## src/rtl/rtpfua_pkg.sv

```systemverilog
// Shared types and constants for the RTP H.264 FU-A / AAC packetiser.
// No dependencies.
package rtpfua_pkg;

  localparam int unsigned RTP_HDR_BYTES = 12;
  localparam int unsigned IDX_W         = 5;

  localparam logic [7:0] RTP_V2_BYTE   = 8'h80;
  localparam logic [4:0] FU_A_TYPE     = 5'd28;
  localparam logic [7:0] AU_HDR_LEN_HI = 8'h00;
  localparam logic [7:0] AU_HDR_LEN_LO = 8'h10;

  localparam logic [10:0] MAX_FRAG_RST = 11'd1300;
  localparam logic [6:0]  H264_PT_RST  = 7'd96;
  localparam logic [6:0]  AAC_PT_RST   = 7'd97;
  localparam logic [31:0] SSRC_RST     = 32'd10;

  typedef enum logic [1:0] {
    REG_MAX_FRAGMENT = 2'd0,
    REG_H264_PT      = 2'd1,
    REG_AAC_PT       = 2'd2,
    REG_SSRC         = 2'd3
  } cfg_reg_t;

  // One input beat's worth of output bytes
  typedef struct packed {
    logic            has_rtp;
    logic            marker;
    logic [6:0]      pt;
    logic [15:0]     seq;
    logic [31:0]     ts;
    logic [2:0]      n_extra;
    logic [3:0][7:0] extra;
    logic            has_pay;
    logic [7:0]      pay;
    logic            pay_end;
  } job_t;

endpackage

```

## src/rtl/rtpfua_ctrl.sv

```systemverilog
// Unit/fragment state tracking; builds the byte plan for each input beat.
// Depends on rtpfua_pkg.
module rtpfua_ctrl import rtpfua_pkg::*; #(
  parameter int LENGTH_BITS = 24
) (
  input  logic        clk,
  input  logic        rst_n,
  input  logic        in_fire,
  input  logic        op,
  input  logic        first,
  input  logic [7:0]  data_byte,
  input  logic [23:0] unit_length,
  input  logic [31:0] timestamp,
  input  logic [10:0] max_fragment,
  input  logic [6:0]  h264_pt,
  input  logic [6:0]  aac_pt,
  output job_t        job,
  output logic        job_has
);

  localparam int LW = (LENGTH_BITS < 24) ? LENGTH_BITS : 24;
  localparam logic [23:0] LEN_MASK = 24'((64'd1 << LW) - 64'd1);

  logic [15:0] seq_r, seq_nxt;
  logic [31:0] ts_r, ts_nxt;
  logic [7:0]  nal_r, nal_nxt;
  logic        frag_r, frag_nxt;
  logic [23:0] rem_r, rem_nxt;
  logic [10:0] pbl_r, pbl_nxt;

  logic [10:0] m;
  logic [23:0] l, l264, rem_dec;
  logic [12:0] l13;
  logic        new_frag, lastf;
  logic [10:0] size, pbl1;

  always_comb begin
    m        = (max_fragment < 11'd2) ? 11'd2 : max_fragment;
    l        = unit_length & LEN_MASK;
    l13      = (l[12:0] == 13'd0) ? 13'd1 : l[12:0];
    l264     = (l == 24'd0) ? 24'd1 : l;
    rem_dec  = rem_r - 24'd1;
    new_frag = frag_r && (pbl_r == 11'd0);
    lastf    = rem_r <= {13'd0, m};
    size     = lastf ? rem_r[10:0] : m;
    pbl1     = new_frag ? size : pbl_r;

    seq_nxt  = seq_r;
    ts_nxt   = ts_r;
    nal_nxt  = nal_r;
    frag_nxt = frag_r;
    rem_nxt  = rem_r;
    pbl_nxt  = pbl_r;

    job         = '0;
    job.seq     = seq_r;
    job.ts      = ts_r;
    job.pt      = h264_pt;
    job.pay     = data_byte;
    job_has     = 1'b0;

    if (first) begin
      job_has  = 1'b1;
      job.has_rtp = 1'b1;
      job.ts   = timestamp;
      ts_nxt   = timestamp;
      pbl_nxt  = 11'd0;
      frag_nxt = 1'b0;
      seq_nxt  = seq_r + 16'd1;
      if (op) begin
        job.pt       = aac_pt;
        job.marker   = 1'b1;
        job.n_extra  = 3'd4;
        job.extra[0] = AU_HDR_LEN_HI;
        job.extra[1] = AU_HDR_LEN_LO;
        job.extra[2] = l13[12:5];
        job.extra[3] = {l13[4:0], 3'b000};
        job.has_pay  = 1'b1;
        job.pay_end  = (l13 == 13'd1);
        rem_nxt      = {11'd0, l13 - 13'd1};
      end else begin
        nal_nxt = data_byte;
        rem_nxt = l264 - 24'd1;
        if (l264 <= {13'd0, m}) begin
          job.marker  = 1'b1;
          job.has_pay = 1'b1;
          job.pay_end = (l264 == 24'd1);
        end else begin
          frag_nxt     = 1'b1;
          pbl_nxt      = m - 11'd1;
          job.n_extra  = 3'd2;
          job.extra[0] = {data_byte[7:5], FU_A_TYPE};
          job.extra[1] = {1'b1, 1'b0, 1'b0, data_byte[4:0]};
        end
      end
    end else if (rem_r != 24'd0) begin
      job_has     = 1'b1;
      job.has_rtp = new_frag;
      job.marker  = lastf;
      job.n_extra = new_frag ? 3'd2 : 3'd0;
      job.extra[0] = {nal_r[7:5], FU_A_TYPE};
      job.extra[1] = {1'b0, lastf, 1'b0, nal_r[4:0]};
      job.has_pay = 1'b1;
      if (new_frag) seq_nxt = seq_r + 16'd1;
      rem_nxt = rem_dec;
      if (frag_r) begin
        pbl_nxt     = pbl1 - 11'd1;
        job.pay_end = (pbl1 == 11'd1);
      end else begin
        job.pay_end = (rem_dec == 24'd0);
      end
      if (rem_dec == 24'd0) begin
        frag_nxt = 1'b0;
        pbl_nxt  = 11'd0;
      end
    end
  end

  always_ff @(posedge clk) begin
    if (!rst_n) begin
      seq_r  <= '0;
      ts_r   <= '0;
      nal_r  <= '0;
      frag_r <= 1'b0;
      rem_r  <= '0;
      pbl_r  <= '0;
    end else if (in_fire) begin
      seq_r  <= seq_nxt;
      ts_r   <= ts_nxt;
      nal_r  <= nal_nxt;
      frag_r <= frag_nxt;
      rem_r  <= rem_nxt;
      pbl_r  <= pbl_nxt;
    end
  end

endmodule

```

## src/rtl/rtpfua_emit.sv

```systemverilog
// Byte sequencer: walks one job's bytes into the output register.
// Depends on rtpfua_pkg.
module rtpfua_emit import rtpfua_pkg::*; (
  input  logic        clk,
  input  logic        rst_n,
  input  logic        job_load,
  input  job_t        job_in,
  input  logic [31:0] ssrc,
  output logic        job_ready,
  input  logic        out_tready,
  output logic        out_tvalid,
  output logic [7:0]  out_tdata,
  output logic        out_tlast,
  output logic        out_tuser
);

  job_t             job_r;
  logic             job_valid_r;
  logic [IDX_W-1:0] idx_r;
  logic             out_valid_r;
  logic [7:0]       out_byte_r;
  logic             out_end_r, out_last_r;

  logic [IDX_W-1:0] hdr_len, total, e;
  logic             out_load, emit, at_last;
  logic [7:0]       byte_sel;
  logic             end_sel;

  always_comb begin
    hdr_len  = job_r.has_rtp ? IDX_W'(RTP_HDR_BYTES) : '0;
    total    = hdr_len + IDX_W'(job_r.n_extra) + IDX_W'(job_r.has_pay);
    at_last  = (idx_r == total - IDX_W'(1));
    out_load = !out_valid_r || out_tready;
    emit     = job_valid_r && out_load;
    job_ready = !job_valid_r || (emit && at_last);
    e        = idx_r - hdr_len;
    end_sel  = 1'b0;
    byte_sel = job_r.pay;
    if (job_r.has_rtp && idx_r < IDX_W'(RTP_HDR_BYTES)) begin
      case (idx_r[3:0])
        4'd0:    byte_sel = RTP_V2_BYTE;
        4'd1:    byte_sel = {job_r.marker, job_r.pt};
        4'd2:    byte_sel = job_r.seq[15:8];
        4'd3:    byte_sel = job_r.seq[7:0];
        4'd4:    byte_sel = job_r.ts[31:24];
        4'd5:    byte_sel = job_r.ts[23:16];
        4'd6:    byte_sel = job_r.ts[15:8];
        4'd7:    byte_sel = job_r.ts[7:0];
        4'd8:    byte_sel = ssrc[31:24];
        4'd9:    byte_sel = ssrc[23:16];
        4'd10:   byte_sel = ssrc[15:8];
        default: byte_sel = ssrc[7:0];
      endcase
    end else if (e < IDX_W'(job_r.n_extra)) begin
      byte_sel = job_r.extra[e[1:0]];
    end else begin
      end_sel = job_r.pay_end;
    end
  end

  always_ff @(posedge clk) begin
    if (!rst_n) begin
      job_valid_r <= 1'b0;
      idx_r       <= '0;
      out_valid_r <= 1'b0;
    end else begin
      if (job_load) begin
        job_valid_r <= 1'b1;
        idx_r       <= '0;
      end else if (emit && at_last) begin
        job_valid_r <= 1'b0;
      end else if (emit) begin
        idx_r <= idx_r + IDX_W'(1);
      end
      if (out_load) out_valid_r <= emit;
    end
  end

  always_ff @(posedge clk) begin
    if (job_load) job_r <= job_in;
    if (emit) begin
      out_byte_r <= byte_sel;
      out_end_r  <= end_sel;
      out_last_r <= at_last;
    end
  end

  assign out_tvalid = out_valid_r;
  assign out_tdata  = out_byte_r;
  assign out_tlast  = out_end_r;
  assign out_tuser  = out_last_r;

endmodule

```

## src/rtl/rtp_h264_fu_a_packetizer.sv

```systemverilog
// RTP packetiser for H.264 (single NAL / FU-A) and AAC, top level.
// The first output byte of an accepted input beat passes through the job register, then the output register.
// One output byte per cycle while out_tready is high; an input beat producing
// 1 byte (mid-fragment payload) or 13..17 (at a packet start) holds in_tready
// low while the byte sequencer walks its bytes.
// Reset: synchronous active-low rst_n clears state, config to defaults.
// Depends on rtpfua_pkg, rtpfua_ctrl, rtpfua_emit.
module rtp_h264_fu_a_packetizer import rtpfua_pkg::*; #(
  parameter int LENGTH_BITS = 24
) (
  input  logic        clk,
  input  logic        rst_n,
  input  logic        in_tvalid,
  output logic        in_tready,
  input  logic [63:0] in_tdata,   // data_byte[7:0], unit_length[31:8], timestamp[63:32]
  input  logic [1:0]  in_tuser,   // op[0], first[1]
  output logic        out_tvalid,
  input  logic        out_tready,
  output logic [7:0]  out_tdata,  // out_byte[7:0]
  output logic        out_tlast,
  output logic        out_tuser,  // run_last[0]
  input  logic        cfg_we,
  input  logic [1:0]  cfg_index,
  input  logic [31:0] cfg_wdata
);

  logic [10:0] max_frag_r;
  logic [6:0]  h264_pt_r, aac_pt_r;
  logic [31:0] ssrc_r;

  job_t job;
  logic job_has, in_fire;

  assign in_fire = in_tvalid && in_tready;

  always_ff @(posedge clk) begin
    if (!rst_n) begin
      max_frag_r <= MAX_FRAG_RST;
      h264_pt_r  <= H264_PT_RST;
      aac_pt_r   <= AAC_PT_RST;
      ssrc_r     <= SSRC_RST;
    end else if (cfg_we) begin
      unique case (cfg_reg_t'(cfg_index))
        REG_MAX_FRAGMENT: max_frag_r <= cfg_wdata[10:0];
        REG_H264_PT:      h264_pt_r  <= cfg_wdata[6:0];
        REG_AAC_PT:       aac_pt_r   <= cfg_wdata[6:0];
        REG_SSRC:         ssrc_r     <= cfg_wdata;
        default:          ;
      endcase
    end
  end

  rtpfua_ctrl #(
    .LENGTH_BITS(LENGTH_BITS)
  ) u_ctrl (
    .clk          (clk),
    .rst_n        (rst_n),
    .in_fire      (in_fire),
    .op           (in_tuser[0]),
    .first        (in_tuser[1]),
    .data_byte    (in_tdata[7:0]),
    .unit_length  (in_tdata[31:8]),
    .timestamp    (in_tdata[63:32]),
    .max_fragment (max_frag_r),
    .h264_pt      (h264_pt_r),
    .aac_pt       (aac_pt_r),
    .job          (job),
    .job_has      (job_has)
  );

  rtpfua_emit u_emit (
    .clk        (clk),
    .rst_n      (rst_n),
    .job_load   (in_fire && job_has),
    .job_in     (job),
    .ssrc       (ssrc_r),
    .job_ready  (in_tready),
    .out_tready (out_tready),
    .out_tvalid (out_tvalid),
    .out_tdata  (out_tdata),
    .out_tlast  (out_tlast),
    .out_tuser  (out_tuser)
  );

endmodule

```

## config.mk

```make
export PLATFORM = sky130hd
export DESIGN_NAME = rtp_h264_fu_a_packetizer
export DESIGN_NICKNAME = d
export VERILOG_FILES = /design/src/rtl/rtpfua_pkg.sv /design/src/rtl/rtpfua_ctrl.sv /design/src/rtl/rtpfua_emit.sv /design/src/rtl/rtp_h264_fu_a_packetizer.sv
export SDC_FILE = /design/constraint.sdc
export NUM_CORES = 1
export LEC_CHECK = 0
export ABC_CLOCK_PERIOD_IN_PS = 5280
export BUFFER_PORTS_ARGS = -buffer_cell sky130_fd_sc_hd__buf_4
export CORE_MARGIN = 3
export CORE_UTILIZATION = 45
export DETAILED_ROUTE_END_ITERATION = 7
export PLACE_DENSITY = 0.72
export SLEW_MARGIN = 20
export SYNTH_ARGS = -nofsm -noshare
export SYNTH_HDL_FRONTEND = slang
export SYNTH_HIERARCHICAL = 1
export SYNTH_SLANG_ARGS = --single-unit
```

## constraint.sdc

```tcl
create_clock -name clk -period 5.28 [get_ports clk]
set_input_delay 1.584 -clock clk [delete_from_list [all_inputs] [get_ports clk]]
set_output_delay 1.584 -clock clk [all_outputs]
set_load 0.02 [all_outputs]
```

==> results.yml, run 1 <==
outcome:
  outcome: "finished clean"
cells_and_area:
  multi_input_area_mm2: 0.00734
  fin_area_mm2: 0.0165
  n_fill_cell: 2796
  diodes: 0
  syn_to_final_growth_pct: 13.0
  drive_above_1_share: 0.174
  fin_nets: 1700
  regArea_mm2: 0.00649
  instances_no_fill: 2007
critical_path:
  cp-start-kind: "input pin"
  path_class: "input pin to flip-flop"
  critical_path_arrival_ps: 5490
  critPathRequiredTime_ps: 5770
  path_max_fanout: 6
  endpoint_kind: "flip-flop"
global_routing:
  antenna_found_initial: 0
  grt_pass1_vias: 11400
  grt_max_degree: 63
  grt_overflow: 0
  grt_pass1_wl_mm: 64.0
  grt_usage: 0.226
logic_synthesis:
  synth_edf_count: 112
  synth_area_leaders: "edfxtp_1 23%, dfxtp_1 21%, mux2i_1 6.7%"
  synthTopCellsByCount: "156 x dfxtp_1, 144 x nand2_1, 124 x nor2_1"
  netlist_area_mm2: 0.0146
  synth_top_area_cell: "edfxtp_1"
  yosysTopAreaCellShare: 0.230
  synth_cell_types: 92
  synth_ff_type: "dfxtp_1"
  synth-simple-area-share: 0.175
  synth.most_common_cell: "dfxtp_1"
  synth_cells: 1493
  synth_top_family_by_area: "simple AND/OR/NAND/NOR gates"
  ys_ff_latch: 268
  synthXorXnorAreaFrac: 0.0345
  synth.mux.area_fraction: 0.114
  ys_seq_area_frac: 0.443
  avgSynthCellArea_um2: 9.80
  synth_adder_area_share: 0.0409
  synthArstFlopShare: 0
  synth_compound_area_frac: 0.135
  yosysWarnings: 6
job:
  maxCapViolCount: 0
sta:
  final.period_utilization: 0.948
  whs_ps: 452
  slew_viol_final: 0
  clock_skew_ps: 16.0
  layout_setup_ws_ps: 275
  fin_crit_ps: 5010
  fmax_mhz: 200
  hold_violations: 0
  rsz0062_at_grt: "false"
  timing.slew.headroom: 0.296
  setup_viol: 0
  worstMarginPinSlew_ps: 1060
clock_tree:
  cts_inserted_buffers: 29
  path_clk_slew_ps: 70
  worstSkewPairLatency_ps: 550
  cts_tree: "done"
  root_buffer: "clkbuf_16"
  cts_setup_buffers: 0
  htree_levels: 1
  cts_hold_buf: 0
  cts_resized: 0
  clk_path_buf_depth: 3
  cts_sinks: 268
place:
  post_dp_cell_area_mm2: 0.0156
  hpwl_mm: 29.2
  place.port_buffers: 116
  dp_cells: 1953
  gp_congestion: 0.937
  place_ws_ps: -168
pwr:
  power_mw: 5.69
  leakagePower_nw: 6.34
  p_per_area_mw_per_mm2: 344
  peakVddDrop_mv: 0.223
floorplan:
  dieWidth_um: 186
  design.portCount: 117
  initial_core_util: 0.460
  die_h_um: 186
  dieArea_mm2: 0.0347
  core_mm2: 0.0318
  num_rows: 65
route:
  dr_total_vias: 11900
  routedWlPerCell_um: 20.4
  drc_errors: 0
  ant_nets: 0
  drt_iter0_drc: 1170
  wirelength_mm: 41.0
  firstDrtPassIters: 8
  routed_via_density: 5.93
worst_hold_path:
  worstHoldPathType: "flip-flop to flip-flop"
==> sequential cells by signal, summed over array words and instances, names as in the netlist <==
signal,cells
max_frag_r,11
u_ctrl/ts_r,32
aac_pt_r,7
u_emit/idx_r,5
u_emit/out_tlast,1
u_emit/out_tuser,1
u_emit/out_tvalid,1
u_ctrl/pbl_r,11
u_emit/out_tdata,8
u_ctrl/seq_r,16
u_emit/job_r,102
u_ctrl/rem_r,24
ssrc_r,32
u_ctrl/frag_r,1
u_ctrl/nal_r,8
u_emit/job_valid_r,1
h264_pt_r,7
==> path summary, 6_finish.rpt <==
path / from / cells after the start / slack [ps] / end
setup reg to reg: max_frag_r[7] / 13 / 880 / u_ctrl/pbl_r[3]
setup / recovery: in_tdata[20] / 19 / 270 / u_ctrl/pbl_r[5]
hold / removal: u_ctrl/seq_r[15] / 0 / 450 / u_emit/job_r[92]
hold reg to reg: u_ctrl/seq_r[15] / 0 / 450 / u_emit/job_r[92]
==> cell usage in the layout, fill, tap and decap left out, drive strengths merged, types with 39 or more instances in the layout <==
cell type,n
ha,43
mux2i,98
nand3,41
buf,143
dfxtp,156
inv,52
nand2,145
mux2,45
nor3,39
o21ai,72
edfxtp,112
a21oi,71
nor2,124
clkbuf,42
==> layout make-up <==
| cell class | instances | area share |
|---|---|---|
| Clock inverter | 12 | 0.00666 |
| Multi-Input combinational cell | 1058 | 0.444 |
| Timing Repair Buffer | 143 | 0.0649 |
| Tap cell | 435 | 0.0329 |
| Inverter | 49 | 0.0111 |
| Clock buffer | 42 | 0.0486 |
| Sequential cell | 268 | 0.392 |
==> report_power, final <==
group | switching (mW) | total, mW | internal, mW | leakage (nW)
combinational | 0.746 | 1.22 | 0.479 | 3.53
sequential | 0.129 | 2.50 | 2.37 | 2.36
clock | 0.843 | 1.96 | 1.12 | 0.449
==> through the flow <==
stage / setup TNS, ps / utilization
2_1_floorplan: 0 / -
3_3_place_gp: 0 / 0.491
3_5_place_dp: -919 / 0.491
4_1_cts: 0 / 0.520
5_1_grt: 0 / 0.520
6_report: 0 / 0.520
==> cells by family after synthesis <==
logic type / Yosys count
AOI/OAI and AO/OA: 295
xor gates and xnor gates: 56
adders and majority gates: 46
buffers and inverters: 173
DFF: 268
muxes: 151
other: 1
and+or+nand+nor: 503
==> worst max-delay path, cell delays in order <==
cell,delay (ps)
buf_4,150
or4_1,600
nor4_2,240
nand2b_1,160
nor4_1,470
buf_4,240
a21oi_1,140
ha_1,230
nor2b_1,120
o21a_1,110
o21ai_0,70
a21oi_1,150
or3b_2,140
a21boi_0,100
nand2b_1,200
buf_4,180
o21ai_0,270
o221ai_1,180
nor2_1,130
==> layer usage <==
| metal | track usage | wire, um | share of wire | up-vias |
|---|---|---|---|---|
| met2 | 0.375 | 19100 | 0.47 | 530 |
| li1 | - | - | - | 5552 |
| met5 | 0 | 0 | 0 | - |
| met3 | 0.0340 | 3300 | 0.080 | 78 |
| met4 | 0.0605 | 1080 | 0.026 | 0 |
| met1 | 0.310 | 17500 | 0.43 | 5744 |
Note: power is estimated with default switching activity, not from simulation.
==> run 2, diff against run 1 <==
--- a/config.mk
+++ b/config.mk
@@ -7,10 +7,12 @@
 export LEC_CHECK = 0
 export ABC_CLOCK_PERIOD_IN_PS = 5280
 export BUFFER_PORTS_ARGS = -buffer_cell sky130_fd_sc_hd__buf_4
-export CORE_MARGIN = 3
-export CORE_UTILIZATION = 45
+export CELL_PAD_IN_SITES_DETAIL_PLACEMENT = 1
+export CELL_PAD_IN_SITES_GLOBAL_PLACEMENT = 1
+export CORE_MARGIN = 2
+export CORE_UTILIZATION = 43
 export DETAILED_ROUTE_END_ITERATION = 7
-export PLACE_DENSITY = 0.72
+export PLACE_DENSITY = 0.84
 export SLEW_MARGIN = 20
 export SYNTH_ARGS = -nofsm -noshare
 export SYNTH_HDL_FRONTEND = slang
==> run 2 against run 1 <==
Compared with the run above: sequential share of layout area shrank 0.31 points; fmax rose by 3.4%; register-to-register slack lost 180 ps; routed wire length increased by 12%; sequential cell count is the same; count of clock-buffer cells in the layout down 5; critical path type is now flip-flop to primary output.
==> results.yml, run 2 (same netlist as run 1, synthesis figures left out) <==
cells_and_area:
  syn_to_final_growth_pct: 13.9
  drive_above_1_share: 0.175
  fin_nets: 1694
  largest_registers: "u_emit/job_r: 102 flops, ssrc_r: 32 flops, u_ctrl/ts_r: 32 flops"
  utilization: 0.497
  mostFrequentLayoutCell: "dfxtp_1"
  largest_register_ffs: 102
  final_cell_mix: "156 x dfxtp_1, 144 x nand2_1, 135 x buf_4"
  top_register: "u_emit/job_r"
  instances_no_fill: 2016
  n_fill_cell: 3743
critical_path:
  endpoint_kind: "primary output"
  timing.critical_path.from: "u_emit/job_r[42]"
  cp-start-kind: "flip-flop"
  rr_worst_depth: 15
  path_max_fanout: 3
  worstReg2RegStart: "max_frag_r[7]"
  critical_path_arrival_ps: 3260
  critPathRequiredTime_ps: 3700
  path_class: "flip-flop to primary output"
sta:
  worstMarginPinSlew_ps: 1080
  setup_tns_ps: 0
  hold_violations: 0
  fin_crit_ps: 4840
  slew_viol_final: 0
  final.period_utilization: 0.917
  rsz0062_at_grt: "false"
  fmax_mhz: 206
  clock_skew_ps: 39.9
  setup_viol: 0
  timing.slew.headroom: 0.279
  whs_ps: 462
route:
  ant_nets: 0
  routedWlPerCell_um: 22.8
  firstDrtPassIters: 7
  routed_via_density: 5.99
  wirelength_mm: 45.9
  dr_total_vias: 12100
  drt_iter0_drc: 1041
  drc_errors: 0
clock_tree:
  worstSkewPairLatency_ps: 600
  path_clk_slew_ps: 70
  cts_inserted_buffers: 30
  cts_setup_buffers: 0
  htree_levels: 1
  root_buffer: "clkbuf_16"
  cts_tree: "done"
  cts_hold_buf: 0
  clk_path_buf_depth: 3
  cts_sinks: 268
  cts_resized: 0
global_routing:
  antenna_found_initial: 0
  use_met2: 0.415
  use_met3: 0.0348
  grt_pass1_wl_mm: 72.1
  grt_usage: 0.254
  gr-max-usage-layer: "met2"
  grt_max_degree: 67
  grt_pass1_vias: 12500
  grt_overflow: 0
  use_met1: 0.354
place:
  place.port_buffers: 116
  dp_cells: 1959
  hpwl_mm: 32.1
  gp_congestion: 0.896
worst_hold_path:
  worstHoldPathType: "flip-flop to flip-flop"
  holdPathStages: 0
  min_from: "u_ctrl/seq_r[12]"
pwr:
  peakVddDrop_mv: 0.298
  power_mw: 6.00
  p_per_area_mw_per_mm2: 360
  leakagePower_nw: 6.38
floorplan:
  die_h_um: 188
  num_rows: 67
  initial_core_util: 0.436
  design.portCount: 117
  core_mm2: 0.0335
  dieArea_mm2: 0.0355
  dieWidth_um: 188
job:
  maxCapViolCount: 0
outcome:
  outcome: "finished clean"
run 2: path summary, 6_finish.rpt:
| check | endpoint | slack (ps) |
|---|---|---|
| max | in_tready | 440 |
| min | u_emit/job_r[89] | 460 |
| max reg2reg | u_emit/job_r[0] | 700 |
| min reg2reg | u_emit/job_r[89] | 460 |
run 2: where the power goes:
part	switching [mW]	internal [mW]	total (mW)
logic	0.774	0.477	1.25
clock network	0.894	1.34	2.24
registers	0.140	2.37	2.51
total	1.81	4.19	6.00
run 2: final cells by class:
class                   instances  area (um^2)  area share
diodes                          1         2.50    0.000150
multi-input cells            1058         7340       0.440
flip-flops and latches        268         6490       0.389
clock buffers                  37          817      0.0490
inverters                      49          184      0.0110
clock inverters                19          246      0.0148
repair buffers                136         1030      0.0620
well taps                     448          561      0.0336
run 2: critical path, stage by stage, from the launching register on:
cell      delay (ps)
edfxtp_1         410
inv_1             90
ha_1             160
inv_1             50
ha_1             220
fa_1             400
xnor3_1          390
nor4_4           220
and3_1           310
a21bo_2          240
buf_4            160
run 2: per-stage QoR:
step                      instance area, um^2  worst slack [ps]
after detailed placement                15600              1.56
after CTS                               16700               437
after global routing                    16700               133
final                                   16700               437
after floorplan                         14700               234
after global placement                  15600               138
run 2: layer usage:
layer,wire length (um),vias to the layer above
met5,0,-
met3,2670,80
met2,21500,411
met1,20600,6044
li1,-,5538
met4,1120,0
==> run 3, diff against run 2 <==
--- a/config.mk
+++ b/config.mk
@@ -5,12 +5,12 @@
 export SDC_FILE = /design/constraint.sdc
 export NUM_CORES = 1
 export LEC_CHECK = 0
-export ABC_CLOCK_PERIOD_IN_PS = 5280
+export ABC_CLOCK_PERIOD_IN_PS = 5680
 export BUFFER_PORTS_ARGS = -buffer_cell sky130_fd_sc_hd__buf_4
 export CELL_PAD_IN_SITES_DETAIL_PLACEMENT = 1
 export CELL_PAD_IN_SITES_GLOBAL_PLACEMENT = 1
 export CORE_MARGIN = 2
-export CORE_UTILIZATION = 43
+export CORE_UTILIZATION = 45
 export DETAILED_ROUTE_END_ITERATION = 7
 export PLACE_DENSITY = 0.84
 export SLEW_MARGIN = 20
==> constraint.sdc (replaced) <==
create_clock -name clk -period 5.68 [get_ports clk]
set_input_delay 1.704 -clock clk [delete_from_list [all_inputs] [get_ports clk]]
set_output_delay 1.704 -clock clk [all_outputs]
set_load 0.02 [all_outputs]
==> run 3 against run 2 <==
Compared with the run above: power down 8.9%; global-route usage up 1.6 points; worst setup slack better by 48 ps; non-clock buffer count unchanged; via count up 0.59%; clock skew down 5.4 ps; cell area down 0.50%; sequential power down 7%; critical endpoint is now u_emit/job_r[16].
==> results.yml, run 3 (same netlist as run 1, synthesis figures left out) <==
clock_tree:
  cts_sinks: 268
  worstSkewPairLatency_ps: 580
  htree_levels: 1
  cts_hold_buf: 0
  root_buffer: "clkbuf_16"
  cts_setup_buffers: 0
  cts_tree: "done"
  clk_path_buf_depth: 3
  cts_resized: 0
  cts_inserted_buffers: 30
  path_clk_slew_ps: 60
worst_hold_path:
  holdPathStages: 2
  min_to: "ssrc_r[16]"
  min_from: "ssrc_r[16]"
  worstHoldPathType: "flip-flop to flip-flop"
route:
  drc_errors: 0
  ant_nets: 0
  wirelength_mm: 46.1
  drt_iter0_drc: 1157
  routed_via_density: 6.04
  dr_total_vias: 12100
  firstDrtPassIters: 5
  routedWlPerCell_um: 23.0
critical_path:
  critical_path_arrival_ps: 5520
  critPathRequiredTime_ps: 6010
  reg2reg_slack_ps: 1090
  path_max_fanout: 15
  worstReg2RegStart: "u_emit/job_r[101]"
  path_class: "input pin to flip-flop"
  r2r_end: "u_ctrl/rem_r[19]"
  cp-start-kind: "input pin"
  endpoint_kind: "flip-flop"
  rr_worst_depth: 14
sta:
  layout_setup_ws_ps: 485
  setup_viol: 0
  setup_tns_ps: 0
  final.period_utilization: 0.915
  fin_crit_ps: 5190
  worstMarginPinSlew_ps: 1100
  fmax_mhz: 193
  timing.slew.headroom: 0.268
  rsz0062_at_grt: "false"
  slew_viol_final: 0
  clock_skew_ps: 34.5
  hold_violations: 0
cells_and_area:
  fin_nets: 1694
  instances_no_fill: 2009
  utilization: 0.514
  syn_to_final_growth_pct: 13.4
  largest_register_ffs: 102
  drive_above_1_share: 0.174
  largest_registers: "u_emit/job_r: 102 flops, ssrc_r: 32 flops, u_ctrl/ts_r: 32 flops"
  top_register: "u_emit/job_r"
  diodes: 0
  mostFrequentLayoutCell: "dfxtp_1"
  final_cell_mix: "156 x dfxtp_1, 144 x nand2_1, 136 x buf_4"
  n_fill_cell: 3613
floorplan:
  initial_core_util: 0.453
  die_h_um: 184
  num_rows: 66
  core_mm2: 0.0323
  design.portCount: 117
  dieWidth_um: 184
  dieArea_mm2: 0.0340
global_routing:
  gr-max-usage-layer: "met2"
  grt_max_degree: 106
  grt_pass1_wl_mm: 71.3
  use_met1: 0.368
  antenna_found_initial: 0
  grt_usage: 0.270
  grt_pass1_vias: 12500
  use_met2: 0.432
  grt_overflow: 0
  use_met3: 0.0417
place:
  dp_cells: 1953
  hpwl_mm: 32.9
  gp_congestion: 0.885
  place.port_buffers: 116
  place_ws_ps: 42.3
pwr:
  peakVddDrop_mv: 0.259
  leakagePower_nw: 6.34
  p_per_area_mw_per_mm2: 330
  power_mw: 5.47
job:
  maxCapViolCount: 0
outcome:
  outcome: "finished clean"
run 3: how the worst max path moves through the flow:
stage                     cells past startpoint          endpoint  slack [ps]               from
final                                        14  u_emit/job_r[16]         490       in_tdata[19]
after global routing                         14  u_emit/job_r[15]         300       in_tdata[19]
after CTS                                    14  u_emit/job_r[20]         530       in_tdata[19]
after detailed placement                     14  u_emit/job_r[20]          40       in_tdata[19]
after global placement                       14  u_emit/job_r[18]         230       in_tdata[19]
after floorplan                              11   u_emit/idx_r[4]         170  u_emit/job_r[101]
run 3: layer usage:
metal	wire, um	share of wire
met3	2920	0.063
met5	0	0
met2	20900	0.45
met1	20400	0.44
met4	1840	0.040
run 3: final cells by class:
class / instances / area, um^2 / area share
multi-input cells: 1058 / 7340 / 0.442
flip-flops and latches: 268 / 6490 / 0.391
repair buffers: 136 / 1020 / 0.0615
clock buffers: 40 / 858 / 0.0517
well taps: 442 / 553 / 0.0333
inverters: 49 / 185 / 0.0112
clock inverters: 16 / 146 / 0.00882
run 3: power breakdown:
part           switching [mW]  leakage, nW  total, mW  internal, mW
registers               0.133         2.36       2.34          2.21
logic                   0.718         3.49       1.16         0.438
clock network           0.826        0.487       1.97          1.15
total                    1.68         6.34       5.47          3.79
run 3: per-stage QoR:
stage / instance area [um^2] / hold slack, ps
global route: 16600 / 475
detailed placement: 15600 / 448
finish: 16600 / 461
CTS: 16600 / 463
floorplan: 14700 / 428
global placement: 15600 / 437
run 3: worst max-delay path, cell delays in order:
cell and delay, ps:
buf_4 140, or4_1 610, nor4_2 230, nand2b_1 150, nor4_1 400, a21oi_1 270
ha_1 360, nand4_1 100, o32ai_1 230, a21oi_1 60, a21boi_0 300, nand2b_1 400
inv_2 260, a22o_1 290
